<file path="src/rtl/blm_pkg.sv">
// Shared constants, types and helpers for the bracket language machine.
// Used by blm_front, blm_back and the top level; depends on nothing else.
package blm_pkg;

	localparam int CODE_DEPTH  = 4096;
	localparam int TAPE_DEPTH  = 4096;
	localparam int STACK_DEPTH = 256;
	localparam int ERROR_DEPTH = 64;
	localparam int INPUT_DEPTH = 16;
	localparam int FQ_DEPTH    = 4;

	localparam int CA_W  = $clog2(CODE_DEPTH);
	localparam int LEN_W = $clog2(CODE_DEPTH + 1);
	localparam int TA_W  = $clog2(TAPE_DEPTH);
	localparam int SA_W  = $clog2(STACK_DEPTH);
	localparam int SH_W  = $clog2(STACK_DEPTH + 1);
	localparam int EA_W  = (ERROR_DEPTH > 1) ? $clog2(ERROR_DEPTH) : 1;
	localparam int EI_W  = $clog2(ERROR_DEPTH + 1);
	localparam int IQ_W  = (INPUT_DEPTH > 1) ? $clog2(INPUT_DEPTH) : 1;
	localparam int QC_W  = $clog2(INPUT_DEPTH + 1);
	localparam int QS_W  = QC_W + 1;
	localparam int FQ_W  = $clog2(FQ_DEPTH);
	localparam int FC_W  = $clog2(FQ_DEPTH + 1);
	localparam int EC_W  = 13;
	localparam int POS_W = 12;
	localparam logic [EC_W-1:0] ERR_SAT = '1;

	// item kinds
	localparam logic [2:0] KIND_LOAD   = 3'd0;
	localparam logic [2:0] KIND_FINISH = 3'd1;
	localparam logic [2:0] KIND_QUEUE  = 3'd2;
	localparam logic [2:0] KIND_STEP   = 3'd3;
	localparam logic [2:0] KIND_CLEAR  = 3'd4;

	// command codes
	localparam logic [2:0] CMD_RIGHT = 3'd0;
	localparam logic [2:0] CMD_LEFT  = 3'd1;
	localparam logic [2:0] CMD_INC   = 3'd2;
	localparam logic [2:0] CMD_DEC   = 3'd3;
	localparam logic [2:0] CMD_OUT   = 3'd4;
	localparam logic [2:0] CMD_IN    = 3'd5;
	localparam logic [2:0] CMD_OPEN  = 3'd6;
	localparam logic [2:0] CMD_CLOSE = 3'd7;

	// result status codes
	localparam logic [2:0] STAT_ACCEPT  = 3'd0;
	localparam logic [2:0] STAT_OUTPUT  = 3'd1;
	localparam logic [2:0] STAT_BRACKET = 3'd2;
	localparam logic [2:0] STAT_DONE    = 3'd3;
	localparam logic [2:0] STAT_WAIT    = 3'd4;
	localparam logic [2:0] STAT_OVF     = 3'd5;
	localparam logic [2:0] STAT_REFUSE  = 3'd6;

	typedef struct packed {
		logic [2:0] kind;
		logic [7:0] data;
		logic       is_cmd;
		logic [2:0] code;
	} blm_item_t;

	typedef struct packed {
		logic [2:0]       status;
		logic [7:0]       out_byte;
		logic [POS_W-1:0] position;
		logic             last;
	} blm_res_t;

	typedef enum logic [3:0] {
		S_CLR, S_IDLE, S_LDJ_RD, S_LDJ_W2, S_FIN_RD, S_FIN_WR,
		S_FIN_ERD, S_FIN_OUT, S_FIN_OVF, S_EXEC
	} blm_state_t;

	function automatic logic [3:0] cmd_decode(input logic [7:0] b);
		logic [3:0] r;
		case (b)
			8'h3E: r = {1'b1, CMD_RIGHT};
			8'h3C: r = {1'b1, CMD_LEFT};
			8'h2B: r = {1'b1, CMD_INC};
			8'h2D: r = {1'b1, CMD_DEC};
			8'h2E: r = {1'b1, CMD_OUT};
			8'h2C: r = {1'b1, CMD_IN};
			8'h5B: r = {1'b1, CMD_OPEN};
			8'h5D: r = {1'b1, CMD_CLOSE};
			default: r = 4'd0;
		endcase
		return r;
	endfunction

endpackage

</file>
<file path="src/rtl/blm_front.sv">
// Front end: takes items off the slave stream, decodes code bytes and
// holds them in a short queue for the back end. Uses blm_pkg.
module blm_front (
	input  logic              clk,
	input  logic              arst_n,
	input  logic              in_valid,
	output logic              in_ready,
	input  logic [2:0]        in_kind,
	input  logic [7:0]        in_data,
	output logic              item_valid,
	output blm_pkg::blm_item_t item,
	input  logic              pop
);

	blm_pkg::blm_item_t fq_q [blm_pkg::FQ_DEPTH];
	logic [blm_pkg::FQ_W-1:0] wp_q, rp_q;
	logic [blm_pkg::FC_W-1:0] cnt_q;
	logic [3:0]               dec;
	logic                     push;

	assign in_ready   = (cnt_q != blm_pkg::FC_W'(blm_pkg::FQ_DEPTH));
	assign push       = in_valid && in_ready;
	assign item_valid = (cnt_q != '0);
	assign item       = fq_q[rp_q];
	assign dec        = blm_pkg::cmd_decode(in_data);

	always_ff @(posedge clk) begin
		if (push) begin
			fq_q[wp_q] <= '{kind: in_kind, data: in_data, is_cmd: dec[3], code: dec[2:0]};
		end
	end

	always_ff @(posedge clk or negedge arst_n) begin
		if (!arst_n) begin
			wp_q  <= '0;
			rp_q  <= '0;
			cnt_q <= '0;
		end else begin
			if (push) wp_q <= wp_q + 1'b1;
			if (pop)  rp_q <= rp_q + 1'b1;
			cnt_q <= cnt_q + blm_pkg::FC_W'(push) - blm_pkg::FC_W'(pop);
		end
	end

endmodule

</file>
<file path="config.mk">
export PLATFORM = sky130hd
export DESIGN_NAME = blm_front
export DESIGN_NICKNAME = d
export VERILOG_FILES = /design/src/rtl/blm_pkg.sv /design/src/rtl/blm_front.sv
export SDC_FILE = /design/constraint.sdc
export NUM_CORES = 1
export LEC_CHECK = 0
export BUFFER_PORTS_ARGS = -buffer_cell sky130_fd_sc_hd__buf_2
export CAP_MARGIN = 20
export CORE_ASPECT_RATIO = 0.75
export CORE_MARGIN = 1.5
export CORE_UTILIZATION = 31
export DETAILED_ROUTE_END_ITERATION = 10
export GPL_TIMING_DRIVEN = 0
export SETUP_SLACK_MARGIN = 0.02
export SLEW_MARGIN = 5
export SYNTH_ARGS = -nofsm -noshare
export SYNTH_HDL_FRONTEND = slang
export SYNTH_SLANG_ARGS = --single-unit
</file>
<file path="constraint.sdc">
create_clock -name clk -period 2.33 [get_ports clk]
set_clock_uncertainty 0.2 [all_clocks]
set_input_delay 0.233 -clock clk [delete_from_list [all_inputs] [get_ports clk]]
set_output_delay 0.233 -clock clk [all_outputs]
set_load 0.1 [all_outputs]
</file>
Word-level counts from Yosys, hierarchy flattened --
Memories as Yosys holds them, arrays and structs flattened. Index checks and enable logic that the tools add are counted.
Word-level totals: register bits 7, bits in writable memories 60, output and inout port bits 17, memories kept 1
Memory list:
- fq_q | words 4, width 15, rd ports 1, clocked after Yosys merged registers in 0, wr ports 1, line blm_front.sv:15 | blm_pkg::blm_item_t fq_q [blm_pkg::FQ_DEPTH];
Operators by class: $add $sub $neg 4, eq/ne operators 9, mux-type cells 3, reduce and logical (&&, ||, !) cells 2
Operators with widths (number):
- == test 8 x 6 -> 1 bit (second input constant) | 6
- case mux 4 bit (8 select lines) | 1
- == test 8 x 7 -> 1 bit (second input constant) | 2
- adder 2 x 1 -> 2 bit (second input constant) | 2
- adder 3 x 1 -> 3 bit | 1
- inequality test 3 bit (second input constant) | 1
- nonzero test 3 bit | 1
- subtractor 3 x 1 -> 3 bit | 1
- two-way mux 1 bit | 2
- logical AND 1 bit | 1

Longest topological paths before layout --
Gate-level depths: netlist of the first run.
depth after elaboration 4, mapped depth 10

Worst setup path before layout of the first run --
OpenSTA, ideal clock, no wires.
kind register -> register, start point reg cnt_q[1] (netlist bit), end point reg cnt_q[2] (netlist bit), setup time 0.125 ns, data arrival time 2.284 ns, data required time 2.005 ns, path slack -0.279 ns, cell stages (with the launch flop) 11, buffers on the path 0, path through dfrtp_1 > or3b_4 > and2_4 > inv_1 > ha_1 > inv_1 > ha_1 > inv_1 > fa_1 > xnor2_1 > xnor2_1
Between the ends: longest elaborated chain between the ends 4
RTL lines:
- start: declaration | line blm_front.sv:17 | logic [blm_pkg::FC_W-1:0] cnt_q;
- start signal: assignment | line blm_front.sv:41 | cnt_q <= cnt_q + blm_pkg::FC_W'(push) - blm_pkg::FC_W'(pop);
- inequality test 3 bit | line blm_front.sv:21 | assign in_ready = (cnt_q != blm_pkg::FC_W'(blm_pkg::FQ_DEPTH));
- net in_ready | line blm_front.sv:7 | output logic in_ready,
- logical AND 1 bit | line blm_front.sv:22 | assign push = in_valid && in_ready;
- adder 3 x 1 -> 3 bit | line blm_front.sv:41
- subtractor 3 x 1 -> 3 bit | line blm_front.sv:41
The timed path passes the listed nets, and every way through them passes these cells. A chain may end at the register's enable or synchronous reset.

Final worst setup path of the first run --
start point reg cnt_q[1] (netlist bit), end point reg cnt_q[2] (netlist bit)
Between the ends: longest elaborated chain between the ends 4
RTL lines (line):
- inequality test 3 bit | blm_front.sv:21
- logical AND 1 bit | blm_front.sv:22
- adder 3 x 1 -> 3 bit * | blm_front.sv:41
- subtractor 3 x 1 -> 3 bit * | blm_front.sv:41
Every way passes the cells marked *; elsewhere a longest branch is shown, timed or not.

==> results.txt, run 1 <==
The arrival time at the worst endpoint is roughly 2.3 ns. The final hold violation count came out at 0. The pin count of the biggest net entering global routing came out at 16. The synthesized area divided by synthesized cell count is 20.36 um2. The routed design uses 215 um of met3 wire. The buffer levels on the longest clock path came out at 2. The area growth from synthesis to layout came out at 32.12%. The share of the clock period used by the worst path came out at 98.78%.

The flow ran to the end, and the final reports show no timing, DRC or antenna violations. The clock insertion delay at the later pin of the skew report is 0.32 ns. The final number of max-transition violations came out at 0.

The setup path with the least slack is of type reg2reg. The first-pass GRT wire length is ~7700 um. The number of enable flip-flop cells after synthesis came out at 60.

The setup check on the worst reg-to-reg path leaves a slack of 0.03 ns. The clock-pin slew on the worst setup and hold paths came out at 0.05 ns. After legalization and detailed placement, the total HPWL measured 3028 um. The count of warnings emitted by yosys is 0. The most frequently used flop master after synthesis is edfxtp_1. 0 antenna diodes ended up in the layout.

The achievable frequency came out at roughly 0.43 GHz. The worst pin sits at a relative slew slack of 51.73%. The most numerous cell type found on the critical path is inv_2.

In the synthesized netlist the async set-or-reset flop fraction comes to 10.45%. The clock sink count is 67. Counting instances, the worst hold path has a depth of 1. The net count reported at finish came out at 212. The final-report setup violation count came out at 0. The worst register-to-register path ends at cnt_q[2]. The effective utilization at floorplan is between 30% and 40%. The number of antenna violations at the first check in global routing is 0.

Traced cell by cell, the critical path runs through or3b_4 -> and2_4 -> inv_2 -> ha_4 -> inv_2 -> ha_4 -> inv_2 -> fa_2 -> xnor2_2 -> xnor2_1. The family with the most delay on the worst path is adder cells. The detailed router put a total of roughly 2200 um of wire on met1. The total wire length came out at 4742 um. The detailed-route DRC error count is 0. The number of antenna-violating nets in the routed design is 0. The number of buffers and inverters on the critical path is 3. Row generation in the floorplan step produced 29 rows. The path with the worst hold slack has its endpoint at fq_q[2][4]. In this run, the number of DRC markers left after iteration 0 of detailed routing was a little under 70. The first-pass detailed-route iteration total is 4. The post-synthesis sequential element count is 67. The finished layout holds 303 standard cells, fillers aside.

The actual slew at the worst max-slew pin came out at between 0.7 and 0.8 ns. The max-capacitance violation count came out at 0. In this run the worst hold path is classified as in2reg. The worst reg2reg path startpoint is cnt_q[1]. The highest-delay cell along the critical path is dfrtp_2. The buffer type at the clock tree root is clkbuf_16. The final critical-path required period came out at roughly 2.3 ns.

Dividing the detail-routed via count by the number of cells gives about 4.6. The final weighted congestion in routability-driven placement came out at a little under 0.7. TritonCTS built the clock tree. Setup repair after global routing could not meet its margin everywhere. The instance count of the mapped netlist is 132. The fraction of final layout cells with drive strength greater than 1 came out at 43.08%. The portion of the post-synthesis area used by sequential elements came out at 73.56%.

The data required time at the worst endpoint is 2.34 ns. The worst setup path is captured at a register. The global-route congestion overflow total is 0. The highest routing layer actually used is met4. The horizontal die dimension came out at 110.5 um.

In this run, placement finished with an instance count of between 200 and 300. The total via count after detailed routing is between 1000 and 1500. Across every metal layer, demand over resource in global routing totals 11.51%. In this run the most critical hold path is launched from in_data[0].

Yosys mapped the design onto 28 distinct sky130hd cell types. CTS built an H-tree with a depth of 3. The area of the mapped netlist is between 2000 and 3000 um2. The largest stage delay on the critical path came out at approximately 0.40 ns. The startpoint kind of the worst setup timing path is a register. The number of filler cells placed in the layout came out at 759.

The via count of the first global-routing pass came to roughly 1500. The full die area is 9243 um2. The post-synth net total is 154. Along the worst path, the maximum fanout reaches 2.

The total CTS buffers is 9. For the worst flop-to-flop path, the logic depth is 10. The I/O pin count is 32. In the final routed layout, each cell accounts on average for 15.65 um. The number of port buffers is 31. The region available for standard cell placement spans between 8000 and 9000 um2. The die extent in y is between 80 and 90 um.

Detailed routing placed a total of 2231 um of wire on met2.
==> routing by layer <==
metal  vias up  track usage [%]
met5         -                0
met4         0            6.294
met3         9            4.575
met2        33            17.12
met1       715            14.45
li1        639                -
==> worst max-delay path by stage <==
stage / slack [ns] / end / depth (start not counted) / start
global placement: -0.13 / cnt_q[2] / 10 / cnt_q[1]
CTS: -0.005 / cnt_q[2] / 10 / cnt_q[2]
floorplan: -0.25 / cnt_q[2] / 10 / cnt_q[1]
global route: -0.03 / cnt_q[2] / 10 / cnt_q[1]
finish: 0.03 / cnt_q[2] / 10 / cnt_q[1]
detailed placement: -0.12 / cnt_q[2] / 10 / cnt_q[1]
==> sequential cells by signal, summed over array words and instances (netlist names) <==
name / cells
fq_q: 60
cnt_q: 3
rp_q: 2
wp_q: 2
==> synth_stat cells (2+ instances only) <==
master | number | area share (%)
a21oi_1 | 2 | 0.37
and3_2 | 4 | 1.1
and3b_1 | 2 | 0.65
buf_2 | 2 | 0.37
dfrtp_1 | 7 | 6.5
edfxtp_1 | 60 | 67
ha_1 | 6 | 2.8
inv_1 | 6 | 0.84
mux4_2 | 15 | 13
nand2_1 | 5 | 0.70
nand4_1 | 2 | 0.47
xnor2_1 | 4 | 1.3
xor2_1 | 2 | 0.65
==> logic make-up after synthesis <==
family / count (synthesis) / share of synthesized area (%)
AO/OA/AOI/OAI: 3 / 0.6054
XOR/XNOR: 6 / 1.955
adder cells (fa/ha/maj): 7 / 3.538
buffers and inverters: 10 / 1.629
flip-flops: 67 / 73.56
multiplexers: 16 / 13.13
AND/OR/NAND/NOR: 23 / 5.587
==> cells in the final DEF (no fill, tap or decap), drive strengths merged, types with 2 or more instances in the layout <==
master / netlist / layout
edfxtp: 60 / 60
buf: 3 / 39
mux4: 15 / 15
dlygate4sd3: 0 / 12
clkbuf: 1 / 12
dfrtp: 7 / 7
ha: 6 / 6
inv: 6 / 6
nand2: 5 / 5
and3: 4 / 4
xnor2: 4 / 4
bufinv: 0 / 3
xor2: 2 / 2
and3b: 2 / 2
nand4: 2 / 2
a21oi: 2 / 2
==> area by class of cell <==
type                    instances  area [um2]  area share [%]
plain buffers                   3       33.78          0.9514
clock buffers                  12       246.5           6.941
clock inverters                 4       97.59           2.748
inverters                       6       22.52          0.6342
multi-input cells              55       701.9           19.77
flip-flops and latches         67        1978           55.71
well taps                     108       135.1           3.806
repair buffers                 48       335.3           9.443
==> worst register-to-register path, stage by stage, from the launching register on <==
cell and delay [ns]:
dfrtp_2 0.40, or3b_4 0.37, and2_4 0.15, inv_2 0.06
ha_4 0.19, inv_2 0.06, ha_4 0.11, inv_2 0.03
fa_2 0.34, xnor2_2 0.14, xnor2_1 0.12
==> metrics by stage <==
step	utilization [%]	instance area (um2)	setup TNS (ns)	worst slack [ns]	hold WS (ns)
floorplan	-	2723	-0.4152	-0.2511	-0.2626
detailed placement	35.79	3013	-0.1505	-0.1225	-0.1167
global placement	35.79	3013	-0.1481	-0.1273	-0.1211
global route	42.18	3551	-0.03231	-0.03231	0.02848
finish	42.18	3551	0	0.02832	0.02327
CTS	42.05	3540	-0.004724	-0.004724	0.01772
==> repair_timing <==
action	in CTS	in global routing
gates resized for setup	14	1
hold endpoints to repair	48	0
hold buffers	12	0
setup endpoints to repair	11	5
pin swaps	4	0
setup buffers	4	1
Power of run 1 is left out: the tool's default activity adds up to more than one toggle a clock period on the data nets, which glitch-free logic cannot reach.
==> inputs of run 2 (changes only) <==
--- a/config.mk
+++ b/config.mk
@@ -5,13 +5,13 @@
 export SDC_FILE = /design/constraint.sdc
 export NUM_CORES = 1
 export LEC_CHECK = 0
+export ABC_AREA = 1
 export BUFFER_PORTS_ARGS = -buffer_cell sky130_fd_sc_hd__buf_2
 export CAP_MARGIN = 20
 export CORE_ASPECT_RATIO = 0.75
 export CORE_MARGIN = 1.5
 export CORE_UTILIZATION = 31
 export DETAILED_ROUTE_END_ITERATION = 10
-export GPL_TIMING_DRIVEN = 0
 export SETUP_SLACK_MARGIN = 0.02
 export SLEW_MARGIN = 5
 export SYNTH_ARGS = -nofsm -noshare
==> run 2 against run 1 <==
  * Die area rose by 5.9%
  * Cell area is 3.0% higher
  * First-iteration DRC count up 32%
  * Synthesized cell count is 86% higher
  * Worst setup slack better by 0.10 ns
  * Global-route usage grew 1.0 points
  * Synthesized area grew 6.1%
  * Hold slack lost 0.017 ns
  * Critical path type is now reg2out
==> results.txt, run 2 <==
The final number of max-transition violations is 0 (unchanged). The core region area is 8971 um2 (+6.6%). The first-pass GRT wire length is 8997 um (+17%). The total via count after detailed routing came out at 1883 (+35%). The average detailed-routed wire length per instance is 13.56 um (-13%). The number of stages on the worst hold path is 1 (unchanged). The number of port buffers came out at 31 (unchanged). The achievable frequency came to 0.4552 GHz (+4.8%).

The net count reported at finish is 320 (+51%). The clock-pin slew on the worst setup and hold paths came out at 0.05 ns (about the same). The full die area was 9784 um2 (+5.9%).

The global routing met1 resource utilization came out at 16.17% (+1.7 points). The synthesized area divided by synthesized cell count came out at 11.59 um2 (-43%). The number of core rows is 30 (+3.4%). The overall global routing resource usage came out at 12.52% (+1.0 points). The most used flip-flop cell after synthesis is edfxtp_1.

The final critical-path required period came out at 2.197 ns (-0.1049 ns). The via count of the first global-routing pass came out at 1798 (+21%). The number of flip-flops under the largest register name came out at 60 (unchanged). The number of antenna violations at the first check in global routing is 0 (unchanged).

The final hold violation count is 0 (unchanged). The pin count of the biggest net entering global routing is 30 (+14). The area growth from synthesis to layout came out at 28.31%. met2 is the most crowded layer. The instance count of the mapped netlist is 246 (+86%). The effective utilization at floorplan was 31.77% (-0.16 points). The buffer type at the clock tree root is clkbuf_16. The startpoint kind of the worst setup timing path is a register. The worst setup path is captured at a primary output. Counting instances in the post-synthesis netlist gives the leading cell types as edfxtp_1, nor2_1, nand2_1. The final-report setup violation count is 0 (unchanged). The leading cell type in the layout, fill and taps excluded is edfxtp_1.

The largest driver fanout on the critical path came out at 20 (+18). Summed over all instances, the cell type with the most area after synthesis is edfxtp_1. The arrival time at the worst endpoint came out at 1.76 ns (-0.55 ns). The number of enable flip-flop cells after synthesis came out at 60 (unchanged). The largest individual stage delay along the critical path comes from the cell buf_2. The global-route congestion overflow total is 0 (unchanged). The met3 layer usage reported by global route is 4.170% (-0.41 points). The via-per-instance ratio is 4.537 (-1.5%). The number of H-tree levels came out at 3 (unchanged). The path class of the tightest hold or removal check is in2reg.

The internal reg-to-reg setup slack is 0.24 ns (+0.21 ns). The horizontal die dimension came to 113.7 um (+2.9%). The max-capacitance violation count is 0 (unchanged). The HPWL after detailed placement came to 3590 um (+19%). The register with the most flip-flops is fq_q. The area of the mapped netlist is 2850 um2 (+6.1%). The portion of the post-synthesis area used by sequential elements came out at 69.36% (-4.2 points). The number of unique standard cell types used by synthesis came out at 18 (-36%). The clock tree from TritonCTS is yes. The met2 track demand over resource is 19.44% (+2.3 points). The share of the clock period used by the worst path is 94.28% (-4.5 points). The critical path goes through buf_4 -> nor2_1 -> nor2_1 -> o21ai_0 -> o21ai_2 -> buf_2.

The post-synthesis sequential element count came out at 67 (unchanged). The largest stage delay on the critical path is 0.44 ns (+0.04 ns). The end of the worst register-to-register path is cnt_q[2]. The initial DRC count came out at 91 (+32%).

The number of antenna-violating nets in the routed design was 0 (unchanged). The total wire length came out at 5626 um (+19%). Among the stages of the critical path, the cell type that occurs most often is nor2_1. The largest registers in the layout are fq_q (60), cnt_q (3).

The buffer levels on the longest clock path came out at 2 (unchanged). The run finished with clean final reports. The detailed-route DRC error count is 0 (unchanged).

By startpoint and endpoint, the worst setup path is classified as reg2out. The worst hold path begins at in_data[4]. Setup repair after global routing could not meet its margin everywhere. The count of warnings emitted by yosys is 0 (unchanged). Leaving out fill and tap cells, the most frequent cells in the layout are edfxtp_1, nor2_1, inv_1, nand2_1, buf_2. The data required time at the worst endpoint is 1.90 ns (-0.44 ns).

The clock sink count came out at 67 (unchanged). The first-pass detailed-route iteration total came out at 4 (unchanged). The fraction of registers with async set or reset after synthesis is 10.45% (unchanged). The worst hold path terminates at fq_q[0][8]. The actual slew at the worst max-slew pin is 0.4929 ns (-0.2245 ns). Sorting the synthesized cells by area gives the leading types as edfxtp_1, nor2_1, dfrtp_1, o21ai_1, o21ai_0. The clock insertion delay at the later pin of the skew report is 0.32 ns (about the same).

The I/O pin count is 32 (unchanged). The post-placement cell area came out at 3199 um2 (+6.2%). The number of buffers inserted to repair setup after CTS was 0 (-4). The cell count of the worst reg-to-reg path is 9 (-1). The worst reg2reg path startpoint is cnt_q[1].

The fraction of final layout cells with drive strength greater than 1 is 23.10% (-20 points). The final cell area excluding filler cells came out at 3657 um2 (+3.0%). The die extent in y came out at 86.04 um (+2.9%). The area share of the largest cell type after synthesis is 63.21% (-3.8 points). The antenna diode count was 0 (unchanged).

Among all cell types in the netlist, the one instantiated most often is edfxtp_1. The total CTS buffers came to 9 (unchanged). The final weighted congestion in routability-driven placement came out at 0.7797 (+13%).

The post-synth net total is 268 (+74%). The worst slew margin relative to its limit came out at 67.36% (+16 points).
==> run 2: worst max-delay path: cells and delay by family (launching register included) <==
kind            cells  cell delay, ns
flops               1            0.37
simple gates        2            0.15
buf+inv             2            0.71
compound gates      2            0.20
==> run 2: how the worst max path moves through the flow <==
| stage | startpoint | endpoint | cells after the start |
|---|---|---|---|
| floorplan | rp_q[0] | item[3] | 5 |
| global placement | cnt_q[1] | cnt_q[2] | 9 |
| detailed placement | cnt_q[1] | cnt_q[2] | 9 |
| CTS | rp_q[0] | item[8] | 4 |
| global route | rp_q[0] | item[11] | 4 |
| finish | rp_q[0] | item[11] | 6 |
==> run 2: final cells by class <==
type | instances | area [um2]
clock buffer | 9 | 225.2
clock inverter | 7 | 91.34
fill | 856 | 5314
inverter | 25 | 95.09
multi-input combinational | 144 | 773.2
sequential | 67 | 1977
tap | 112 | 140.1
timing repair buffer | 51 | 355.3
==> run 2: cell families (layout without fill, tap and decap cells) <==
| kind of cell | Yosys count | after routing | share of synthesized area, % |
|---|---|---|---|
| compound gates | 46 | 46 | 8.077 |
| fa+ha+maj | 7 | 7 | 3.336 |
| buf+inv | 35 | 92 | 6.058 |
| flops | 67 | 67 | 69.36 |
| simple gates | 88 | 88 | 12.25 |
| xor+xnor | 3 | 3 | 0.9220 |
==> run 2: layer usage <==
metal  routed length, um  vias to the layer above  part of all wire (%)
met5                   0                        -                     0
met4                  61                        0                   1.1
met3                 249                        6                   4.4
met2                2653                       33                    47
met1                2661                      904                    47
li1                    -                      940                     -
==> run 2: per-stage QoR <==
step / cells / utilization [%] / hold WS, ns / setup slack [ns] / setup TNS (ns)
global route: 415 / 40.77 / 0.01763 / -0.02190 / -0.02779
floorplan: 246 / - / -0.2626 / -0.1583 / -0.1583
CTS: 415 / 40.56 / 0.005830 / 0.02041 / 0
finish: 415 / 40.77 / 0.006623 / 0.1332 / 0
global placement: 387 / 35.66 / -0.1191 / 0.3007 / 0
detailed placement: 387 / 35.66 / -0.1136 / 0.2270 / 0
==> run 2: repair_timing <==
action,CTS,global route
gates resized for setup,1,8
endpoints found under the hold margin,48,0
hold buffers,12,0
pin swaps,0,0
setup endpoints to repair,1,13
Power of run 2 is left out for the same reason.
==> inputs of run 3 (changes only) <==
--- a/config.mk
+++ b/config.mk
@@ -12,8 +12,8 @@
 export CORE_MARGIN = 1.5
 export CORE_UTILIZATION = 31
 export DETAILED_ROUTE_END_ITERATION = 10
+export PLACE_DENSITY = 0.46
 export SETUP_SLACK_MARGIN = 0.02
-export SLEW_MARGIN = 5
 export SYNTH_ARGS = -nofsm -noshare
 export SYNTH_HDL_FRONTEND = slang
 export SYNTH_SLANG_ARGS = --single-unit
==> run 3 against run 2 <==
  * First-iteration DRC count is 2.2% higher
  * Cell area fell by 0.82%
  * Wire length decreased by 1.8%
  * Hold slack got worse by 0.00096 ns
  * Core utilization is 0.33 points lower
  * Cell count unchanged
  * Global-route usage decreased by 0.27 points
  * Count of clock-buffer cells in the layout increased by 1
  * Worst setup slack worse by 0.0018 ns
==> results.txt, run 3 (synthesis gave the netlist of run 2 again) <==
The number of H-tree levels is 3 (unchanged). The final-report setup violation count came out at 0 (unchanged). Walking the worst path, the cells encountered are inv_2 -> buf_12 -> o21ai_0 -> o21ai_2 -> buf_2. The via-per-instance ratio came out at 4.325 (-4.7%). The number of port buffers is 31 (unchanged).

The die extent in y is 86.04 um (unchanged). The max-capacitance violation count is 0 (unchanged). The largest stage delay on the critical path is 0.43 ns (about the same). The total CTS buffers is 9 (unchanged). The final cell area excluding filler cells is 3627 um2 (-0.82%).

The library cell used most frequently in the layout, excluding fill and tap cells, is edfxtp_1. The clock sink count is 67 (unchanged). The cell count of the worst reg-to-reg path is 9 (unchanged). The antenna diode count came to 0 (unchanged). The cell sitting at the root of the clock tree is a clkbuf_16. The final number of max-transition violations came out at 0 (unchanged). The clock insertion delay at the later pin of the skew report came out at 0.32 ns (about the same).

The register cell area after layout is 1977 um2 (unchanged). The fraction of final layout cells with drive strength greater than 1 is 23.43% (+0.33 points). The net count reported at finish is 320 (unchanged).

The first-pass GRT wire length is 8832 um (-1.8%). The area growth from synthesis to layout came out at 27.26%. The final-layout worst hold slack came out at 0.005664 ns (-0.0009594 ns).

The final cell count without fillers was 415 (unchanged). The largest registers in the layout are fq_q (60), cnt_q (3). The clock-pin slew on the worst setup and hold paths is 0.05 ns (about the same). Leaving out fill and tap cells, the most frequent cells in the layout are edfxtp_1, nor2_1, buf_2.

The data required time at the worst endpoint was 1.90 ns (about the same). The share of the clock period used by the worst path came out at 94.36% (about the same). The total via count after detailed routing came to 1795 (-4.7%). The pin count of the biggest net entering global routing was 20 (-33%). The worst setup path is launched from a register. The clock tree from TritonCTS is yes. The final critical-path required period is 2.199 ns (+0.001790 ns). The final hold violation count is 0 (unchanged).

The critical path capture point type is a primary output. The number of core rows came out at 30 (unchanged). The actual slew at the worst max-slew pin came out at 0.4888 ns (-0.004179 ns). The number of antenna violations at the first check in global routing is 0 (unchanged). The initial DRC count was 93 (+2.2%). The achievable frequency is 0.4548 GHz (about the same). The post-placement cell area is 3219 um2 (+0.63%). The register with the most flip-flops is fq_q. The effective utilization at floorplan is 31.77% (unchanged). The arrival time at the worst endpoint is 1.77 ns (about the same). The met2 track demand over resource is 18.02% (-1.4 points). The number of filler cells placed in the layout came out at 857 (+0.12%).

The number of buffers inserted to repair setup after CTS came out at 0 (unchanged). The detailed-route DRC error count is 0 (unchanged). The run finished with clean final reports. The I/O pin count is 32 (unchanged).

The worst min-delay path class is in2reg. The global routing met1 resource utilization came out at 16.95% (+0.79 points). The most used routing layer in global routing is met2. The area occupied by multi-input gates is 773.2 um2 (unchanged). The HPWL after detailed placement is 3577 um (-0.35%). The first-pass detailed-route iteration total was 4 (unchanged).

Setup repair after global routing left no endpoint under its margin. For this design, the slowest cell found on the critical path is buf_2. The largest driver fanout on the critical path was 16 (-20%).

The post-placement cell count is 388 (+0.26%). The number of flip-flops under the largest register name came out at 60 (unchanged). The core region area came out at 8971 um2 (unchanged). The via count of the first global-routing pass is 1718 (-4.4%). The number of antenna-violating nets in the routed design is 0 (unchanged). The full die area was 9784 um2 (unchanged). The met3 layer usage reported by global route is 4.452% (+0.28 points).

The overall global routing resource usage came out at 12.25% (-0.27 points). The total wire length came out at 5526 um (-1.8%). The total negative slack is 0 ns (unchanged).

By startpoint and endpoint, the worst setup path is classified as reg2out. The worst slew margin relative to its limit is 67.64% (+0.28 points). The final weighted congestion in routability-driven placement is 0.7325 (-6.1%).

The average detailed-routed wire length per instance came to 13.32 um (-1.8%). The horizontal die dimension is 113.7 um (unchanged). The global-route congestion overflow total came to 0 (unchanged).

The number of stages on the worst hold path came out at 1 (unchanged). The buffer levels on the longest clock path came out at 2 (unchanged).
==> run 3: cell count changes in the layout (fill, tap and decap cells not counted), sizes merged <==
cell         previous run  this run
clkinvlp                2         1
clkinv                  3         4
bufinv                  2         1
buf                    32        35
clkbuf                 16        15
dlygate4sd3            12        11
==> run 3: through the flow <==
| stage | worst slack (ns) | utilization, % |
|---|---|---|
| after detailed placement | 0.2481 | 35.89 |
| after global routing | 0.02531 | 40.43 |
| after floorplan | -0.1583 | - |
| after global placement | 0.3030 | 35.89 |
| after CTS | 0.06661 | 40.29 |
| final | 0.1315 | 40.43 |
==> run 3: repair_timing <==
item,4_1_cts,5_1_grt
setup endpoints to repair,0,5
resized for setup,0,5
endpoints found under the hold margin,44,0
hold buffers,11,0
==> run 3: worst max-delay path: cells and delay by family, from the launching register on <==
kind                   cells  cell delay, ns
buffers and inverters      3            0.84
AOI/OAI and AO/OA          2            0.20
DFF                        1            0.40
==> run 3: final cells by class <==
type                            count  share of cell area, %
Clock inverter                      6                  1.552
Clock buffer                       10                  6.313
Tap cell                          112                  3.863
Sequential cell                    67                  54.50
Timing Repair Buffer               51                  9.865
Inverter                           25                  2.587
Multi-Input combinational cell    144                  21.32
==> run 3: worst paths after layout <==
kind	slack (ns)	endpoint	startpoint
worst max-delay path	0.13	item[6]	rp_q[0]
min in group asynchronous	0.07	wp_q[0]	arst_n
worst min-delay path	0.006	fq_q[2][9]	in_data[5]
worst max register to register	0.26	cnt_q[2]	cnt_q[1]
max in group asynchronous	1.70	cnt_q[1]	arst_n
worst min register to register	0.32	cnt_q[0]	cnt_q[0]
==> run 3: routing by layer <==
layer	routed length [um]	part of all wire [%]	vias up
met5	0	0	-
met1	2866	52	817
met2	2360	43	32
li1	-	-	942
met3	253	4.6	4
met4	45	0.81	0
Power of run 3 is left out for the same reason.
